<file path="config.mk">
export PLATFORM = sky130hd
export DESIGN_NAME = reversed_digit_prime_check
export DESIGN_NICKNAME = d
export VERILOG_FILES = /design/src/sv/rdp_check_pkg.sv /design/src/sv/reversed_digit_prime_check.sv
export VERILOG_INCLUDE_DIRS = /design/src /design/src/sv
export SDC_FILE = /design/constraint.sdc
export NUM_CORES = 1
export LEC_CHECK = 0
export BUFFER_PORTS_ARGS = -buffer_cell sky130_fd_sc_hd__buf_2
export CELL_PAD_IN_SITES_DETAIL_PLACEMENT = 0
export CELL_PAD_IN_SITES_GLOBAL_PLACEMENT = 1
export CORE_ASPECT_RATIO = 0.75
export CORE_MARGIN = 4
export CORE_UTILIZATION = 44
export CTS_CLUSTER_DIAMETER = 200
export DETAILED_ROUTE_END_ITERATION = 8
export HOLD_SLACK_MARGIN = 0.05
export PLACE_DENSITY_LB_ADDON = 0.1
export SYNTH_ARGS = -nofsm -noshare
export SYNTH_HDL_FRONTEND = slang
export SYNTH_SLANG_ARGS = --single-unit
export TNS_END_PERCENT = 50
</file>
<file path="constraint.sdc">
create_clock -name clk -period 2.98 [get_ports clk]
set_input_delay 0.447 -clock clk [delete_from_list [all_inputs] [get_ports clk]]
set_output_delay 0.447 -clock clk [all_outputs]
set_load 0.05 [all_outputs]
</file>
<file path="src/sv/reversed_digit_prime_check_macros.svh">
// Assertion macros for the reversed digit prime checker.
// Needs clk and arst_n in the scope where a macro is used.
`ifndef REVERSED_DIGIT_PRIME_CHECK_MACROS_SVH
`define REVERSED_DIGIT_PRIME_CHECK_MACROS_SVH
`ifndef SYNTHESIS
`define RDP_ASSERT_SAME(label, ante, cons) \
	label: assert property (@(posedge clk) disable iff (!arst_n) (ante) |-> (cons)) \
		else $error("rdp check failed");
`define RDP_ASSERT_NEXT(label, ante, cons) \
	label: assert property (@(posedge clk) disable iff (!arst_n) (ante) |=> (cons)) \
		else $error("rdp check failed");
`else
`define RDP_ASSERT_SAME(label, ante, cons)
`define RDP_ASSERT_NEXT(label, ante, cons)
`endif
`endif

</file>
<file path="src/sv/rdp_check_pkg.sv">
// Shared constants for the reversed digit prime checker.
// No dependencies.
package rdp_check_pkg;

	localparam int unsigned VALUE_BITS = 20;
	localparam int unsigned REV_OUT_BITS = 24;

	// bits needed for the reversal of any VALUE_BITS wide value
	function automatic int unsigned rev_bits_f(input int unsigned vb);
		longint unsigned m;
		longint unsigned p;
		m = (64'd1 << vb) - 64'd1;
		p = 64'd1;
		while (p <= m)
			p = p * 64'd10;
		return $clog2(p);
	endfunction

	localparam int unsigned WORK_BITS = rev_bits_f(VALUE_BITS);
	localparam int unsigned CNT_BITS = $clog2(WORK_BITS);

endpackage

</file>
<file path="src/sv/reversed_digit_prime_check.sv">
// Reversed digit prime checker: digit reversal and trial division primality test.
// Depends on rdp_check_pkg and reversed_digit_prime_check_macros.svh.

// One request at a time. A single restoring divider, one quotient bit per cycle,
// does all the work: one division by ten per decimal digit to build the reversal,
// then one division per trial divisor d = 2, 3, ... while d*d <= n, first for the
// value and, if it is prime, for its reversal. Each division also passes through
// a set-up state and an update state, so a request takes about digits +
// sqrt(value) + sqrt(reversal) divisions. The reversal can be far larger than
// the value: the worst case at 20 bits is a seven digit prime ending in 9 whose
// reversal, near ten million, is also prime. Composites with a small factor
// finish far sooner. in_ready is high only while the block is idle; a finished
// result waits in the output register until taken.
module reversed_digit_prime_check (
	input  logic                                   clk,
	input  logic                                   arst_n,
	input  logic                                   in_valid,
	output logic                                   in_ready,
	input  logic [rdp_check_pkg::VALUE_BITS-1:0]   value,
	output logic                                   out_valid,
	input  logic                                   out_ready,
	output logic                                   value_is_prime,
	output logic [rdp_check_pkg::REV_OUT_BITS-1:0] reversed_value,
	output logic                                   both_prime
);

	`include "reversed_digit_prime_check_macros.svh"

	localparam int unsigned W = rdp_check_pkg::WORK_BITS;
	localparam int unsigned CW = rdp_check_pkg::CNT_BITS;

	typedef enum logic [3:0] {
		IDLE,
		REV_CHK,
		REV_UPD,
		PR_START,
		PR_CHK,
		PR_UPD,
		PR_DONE,
		DIV,
		FINISH
	} state_t;

	state_t         state_q;
	logic           ret_rev_q;   // division returns to reversal update
	logic           phase_q;     // 0: testing value, 1: testing reversal
	logic           verdict_q;
	logic           p_q;
	logic           both_q;
	logic [W-1:0]   num_q;
	logic [W-1:0]   rev_q;
	logic [W-1:0]   tgt_q;
	logic [W-1:0]   d_q;
	logic [W:0]     sq_q;
	logic [W-1:0]   dvd_q;
	logic [W-1:0]   dvs_q;
	logic [W:0]     rem_q;
	logic [CW-1:0]  cnt_q;
	logic           out_valid_q;
	logic           vip_q;
	logic           both_out_q;
	logic [W-1:0]   rev_out_q;

	// divider step
	logic [W:0] trial;
	logic       q_bit;
	logic [W:0] rem_next;
	always_comb begin
		trial = {rem_q[W-1:0], dvd_q[W-1]};
		q_bit = (trial >= {1'b0, dvs_q});
		rem_next = q_bit ? (trial - {1'b0, dvs_q}) : trial;
	end

	always_ff @(posedge clk or negedge arst_n) begin
		if (!arst_n) begin
			state_q <= IDLE;
			ret_rev_q <= 1'b0;
			phase_q <= 1'b0;
			verdict_q <= 1'b0;
			p_q <= 1'b0;
			both_q <= 1'b0;
			num_q <= '0;
			rev_q <= '0;
			tgt_q <= '0;
			d_q <= '0;
			sq_q <= '0;
			dvd_q <= '0;
			dvs_q <= '0;
			rem_q <= '0;
			cnt_q <= '0;
			out_valid_q <= 1'b0;
			vip_q <= 1'b0;
			both_out_q <= 1'b0;
			rev_out_q <= '0;
		end else begin
			// FINISH owns out_valid_q in its own cycle
			if (out_valid_q && out_ready && state_q != FINISH)
				out_valid_q <= 1'b0;
			unique case (state_q)
				IDLE: begin
					if (in_valid) begin
						num_q <= W'(value);
						tgt_q <= W'(value);
						rev_q <= '0;
						phase_q <= 1'b0;
						state_q <= REV_CHK;
					end
				end
				REV_CHK: begin
					if (num_q == '0) begin
						state_q <= PR_START;
					end else begin
						dvd_q <= num_q;
						dvs_q <= W'(10);
						rem_q <= '0;
						cnt_q <= '0;
						ret_rev_q <= 1'b1;
						state_q <= DIV;
					end
				end
				DIV: begin
					dvd_q <= {dvd_q[W-2:0], q_bit};
					rem_q <= rem_next;
					cnt_q <= cnt_q + 1'b1;
					if (cnt_q == CW'(W - 1))
						state_q <= ret_rev_q ? REV_UPD : PR_UPD;
				end
				REV_UPD: begin
					// rev*10 + digit; dvd now holds the quotient
					rev_q <= (rev_q << 3) + (rev_q << 1) + rem_q[W-1:0];
					num_q <= dvd_q;
					state_q <= REV_CHK;
				end
				PR_START: begin
					if (tgt_q <= W'(1)) begin
						verdict_q <= 1'b0;
						state_q <= PR_DONE;
					end else begin
						d_q <= W'(2);
						sq_q <= (W + 1)'(4);
						state_q <= PR_CHK;
					end
				end
				PR_CHK: begin
					if (sq_q > {1'b0, tgt_q}) begin
						verdict_q <= 1'b1;
						state_q <= PR_DONE;
					end else begin
						dvd_q <= tgt_q;
						dvs_q <= d_q;
						rem_q <= '0;
						cnt_q <= '0;
						ret_rev_q <= 1'b0;
						state_q <= DIV;
					end
				end
				PR_UPD: begin
					if (rem_q == '0) begin
						verdict_q <= 1'b0;
						state_q <= PR_DONE;
					end else begin
						// (d+1)^2 = d^2 + 2d + 1
						sq_q <= sq_q + {d_q, 1'b1};
						d_q <= d_q + 1'b1;
						state_q <= PR_CHK;
					end
				end
				PR_DONE: begin
					if (!phase_q) begin
						p_q <= verdict_q;
						if (verdict_q) begin
							phase_q <= 1'b1;
							tgt_q <= rev_q;
							state_q <= PR_START;
						end else begin
							both_q <= 1'b0;
							state_q <= FINISH;
						end
					end else begin
						both_q <= verdict_q;
						state_q <= FINISH;
					end
				end
				FINISH: begin
					if (!out_valid_q || out_ready) begin
						out_valid_q <= 1'b1;
						vip_q <= p_q;
						both_out_q <= both_q;
						rev_out_q <= rev_q;
						state_q <= IDLE;
					end
				end
				default: state_q <= IDLE;
			endcase
		end
	end

	assign in_ready = (state_q == IDLE);
	assign out_valid = out_valid_q;
	assign value_is_prime = vip_q;
	assign both_prime = both_out_q;
	assign reversed_value = rdp_check_pkg::REV_OUT_BITS'(rev_out_q);

	`RDP_ASSERT_NEXT(busy_after_accept, in_valid && in_ready, !in_ready)
	`RDP_ASSERT_SAME(both_needs_prime, out_valid && both_prime, value_is_prime)
	`RDP_ASSERT_SAME(result_from_finish, $rose(out_valid), $past(state_q == FINISH))

endmodule

</file>
==> flow_summary.toml <==
[critical_path]
path_max_fanout = 3
startpoint_type = "flop"
worstPathRequired_ps = 3380
cp.arrival_ps = 3540
crit_type = "reg -> reg"
r2r_cells = 14
endpoint_kind = "flop"

[cts]
numCtsBuffers = 27
clockBufferDepth = 3
cts_root_buf = "clkbuf_16"
cts_tree = "done"
clk_latency_ps = 560
cts_sinks = 235
cts_max_level = 1
clk_pin_slew_worst_paths_ps = 60

[power_and_ir_drop]
leakagePower_nw = 8.40
power_w = 0.0227
ir_worst_vdd_v = 0.000769
power_density_nw_per_um2 = 1300

[place]
io_buffers = 51
dp_cells = 2083
dp_hpwl_um = 32300
place.gp.congestion = 0.852
pre_cts_slack_ps = -346

[timing]
period_needed_ps = 3130
setup_ws_ps = -151
fmax_ghz = 0.319
hold_slack_ps = 149
relSlewSlack_pct = 26.6
finalClockSkew_ps = 17.9
finalSetupViolations = 9
fin_tns_setup_ps = -833
finalHoldViolCount = 0
tightest_slew_ps = 1100
min_period_over_period_pct = 105
rsz0062_at_grt = "true"
final_max_slew_viol_count = 0

[synthesis]
yosys_warnings = 0
synthTopCellsByCount = "dfrtp_1, nand2_1, nor2_1"
synth_ff_type = "dfrtp_1"
synth_cell_types = 69
syn-num-nets = 1676
netlist_area_um2 = 14400
synth_seq_area_share_pct = 41.0
ys_async_sr_fraction_pct = 100
yosysTopAreaCell = "dfrtp_1"
synthTopCellsByArea = "dfrtp_1, ha_1, nand2_1"
ys_seq_elements = 235
synth_area_per_cell_um2 = 9.36
synth_most_common_cell = "dfrtp_1"
synth_top_area_share_pct = 41.0
synthCells = 1533
synth_edf_count = 0

[global_route]
track_usage_pct = 24.4
antenna_found_initial = 0
grt_max_degree = 68
grt_pass1_wl_um = 67900
grt_overflow = 0
first_global_vias = 11552

[cells_and_area]
layout-drive-gt1-share_pct = 19.9
area_delta_synth_final_pct = 21.3
fin_cells = 2155
n_antenna_cell = 0
nets = 1844

[floorplan]
start_util_pct = 45.2
die_x_um = 217
fp.coreArea_um2 = 31700
die_h_um = 164
boundaryPins = 52
die_area_um2 = 35600
rows = 56

[routing]
drt_drc_violations_left = 0
wl_per_cell_um = 21.1
avgViaCountPerCell = 5.65
ant_nets = 0
initialDrtViolationCount = 959
drt-pass1-iter-count = 6
vias = 12176
drt-total-wl_um = 45400

[worst_hold_path]
hold_depth = 3
hold_class = "in -> reg"

[run]
max-cap-violations = 0

[run_status]
status = "complete, but fails checks"
violations = "setup timing"
-- final cells by class --
type | count | area, µm²
clock buffers | 37 | 753
multi-input cells | 1162 | 8250
well taps | 435 | 544
repair buffers | 204 | 1570
inverters | 71 | 267
fillers | 2922 | 14300
clock inverters | 11 | 140
flip-flops and latches | 235 | 5880
-- flip-flops by register name, summed over array words and instances (netlist names) --
signal,flops
rem_q,25
sq_q,25
d_q,24
dvd_q,24
dvs_q,24
num_q,24
rev_q,24
reversed_value,24
tgt_q,24
cnt_q,5
state_q,4
both_prime,1
both_q,1
out_valid,1
p_q,1
phase_q,1
ret_rev_q,1
value_is_prime,1
verdict_q,1
-- placed cells by master (no fill, tap or decap), types with 44 or more instances in the layout --
master,count
buf_2,50
a21oi_1,54
a21o_1,44
nor2_1,106
xor2_1,46
ha_1,88
inv_1,65
a31oi_1,47
nand2_1,223
o21ai_0,101
dfrtp_1,234
buf_4,140
-- routing by layer --
| layer | up-vias | global-route usage, % | wire length, µm |
|---|---|---|---|
| met5 | - | 0 | 0 |
| met4 | 0 | 4.51 | 873 |
| met3 | 59 | 4.14 | 2750 |
| met2 | 315 | 37.2 | 19600 |
| met1 | 6001 | 37.1 | 22100 |
| li1 | 5801 | - | - |
-- through the flow --
step / cell area (µm²) / utilization (%)
2_1_floorplan: 14400 / -
3_3_place_gp: 16000 / 50.4
3_5_place_dp: 16000 / 50.4
4_1_cts: 17000 / 53.5
5_1_grt: 17400 / 54.8
6_report: 17400 / 54.8
-- final timing paths --
| check | from | to | slack, ps |
|---|---|---|---|
| worst max register to register | rev_q[0]$_DFFE_PN0P_ | rev_q[21]$_DFFE_PN0P_ | -150 |
| min in group asynchronous | arst_n | reversed_value[17]$_DFFE_PN0P_ | 450 |
| worst min-delay path | value[13] | num_q[13]$_DFFE_PN0P_ | 150 |
| max in group asynchronous | arst_n | rev_q[1]$_DFFE_PN0P_ | 1710 |
| worst min register to register | dvs_q[18]$_DFFE_PN0P_ | dvs_q[18]$_DFFE_PN0P_ | 480 |
| worst max-delay path | rev_q[0]$_DFFE_PN0P_ | rev_q[21]$_DFFE_PN0P_ | -150 |
-- where the power goes --
part	switching, W	internal, W	total (W)
clock	0.00143	0.00202	0.00345
sequential	0.00106	0.00417	0.00522
combinational	0.00767	0.00636	0.0140
-- worst max-delay path: stages (launching register included) --
cell	delay (ps)
dfrtp_1	360
inv_2	50
fa_1	550
inv_2	60
ha_4	200
a21o_1	140
a21o_1	190
a2111oi_4	350
nor3_2	110
o31ai_4	320
o31ai_4	110
a21o_1	180
a21oi_2	120
xor2_1	150
o21ai_1	80
-- timing repair --
action	in CTS	in global routing
endpoints found under the setup margin	18	92
hold endpoints to repair	64	0
setup buffers	5	11
cloned	0	7
gates resized for setup	16	43
hold buffers	1	0
pin swaps	20	32
-- cells by family (layout without fill, tap and decap cells) --
kind of cell,count (synthesis),count (layout),share of synthesized area (%)
buffers and inverters,138,323,3.87
and+or+nand+nor,486,488,15.1
DFF,235,235,41.0
muxes,69,69,5.04
adders and majority gates,119,119,11.6
xor gates and xnor gates,87,87,5.31
AOI/OAI and AO/OA,399,399,18.1
Note: power is estimated with default switching activity, not from simulation.
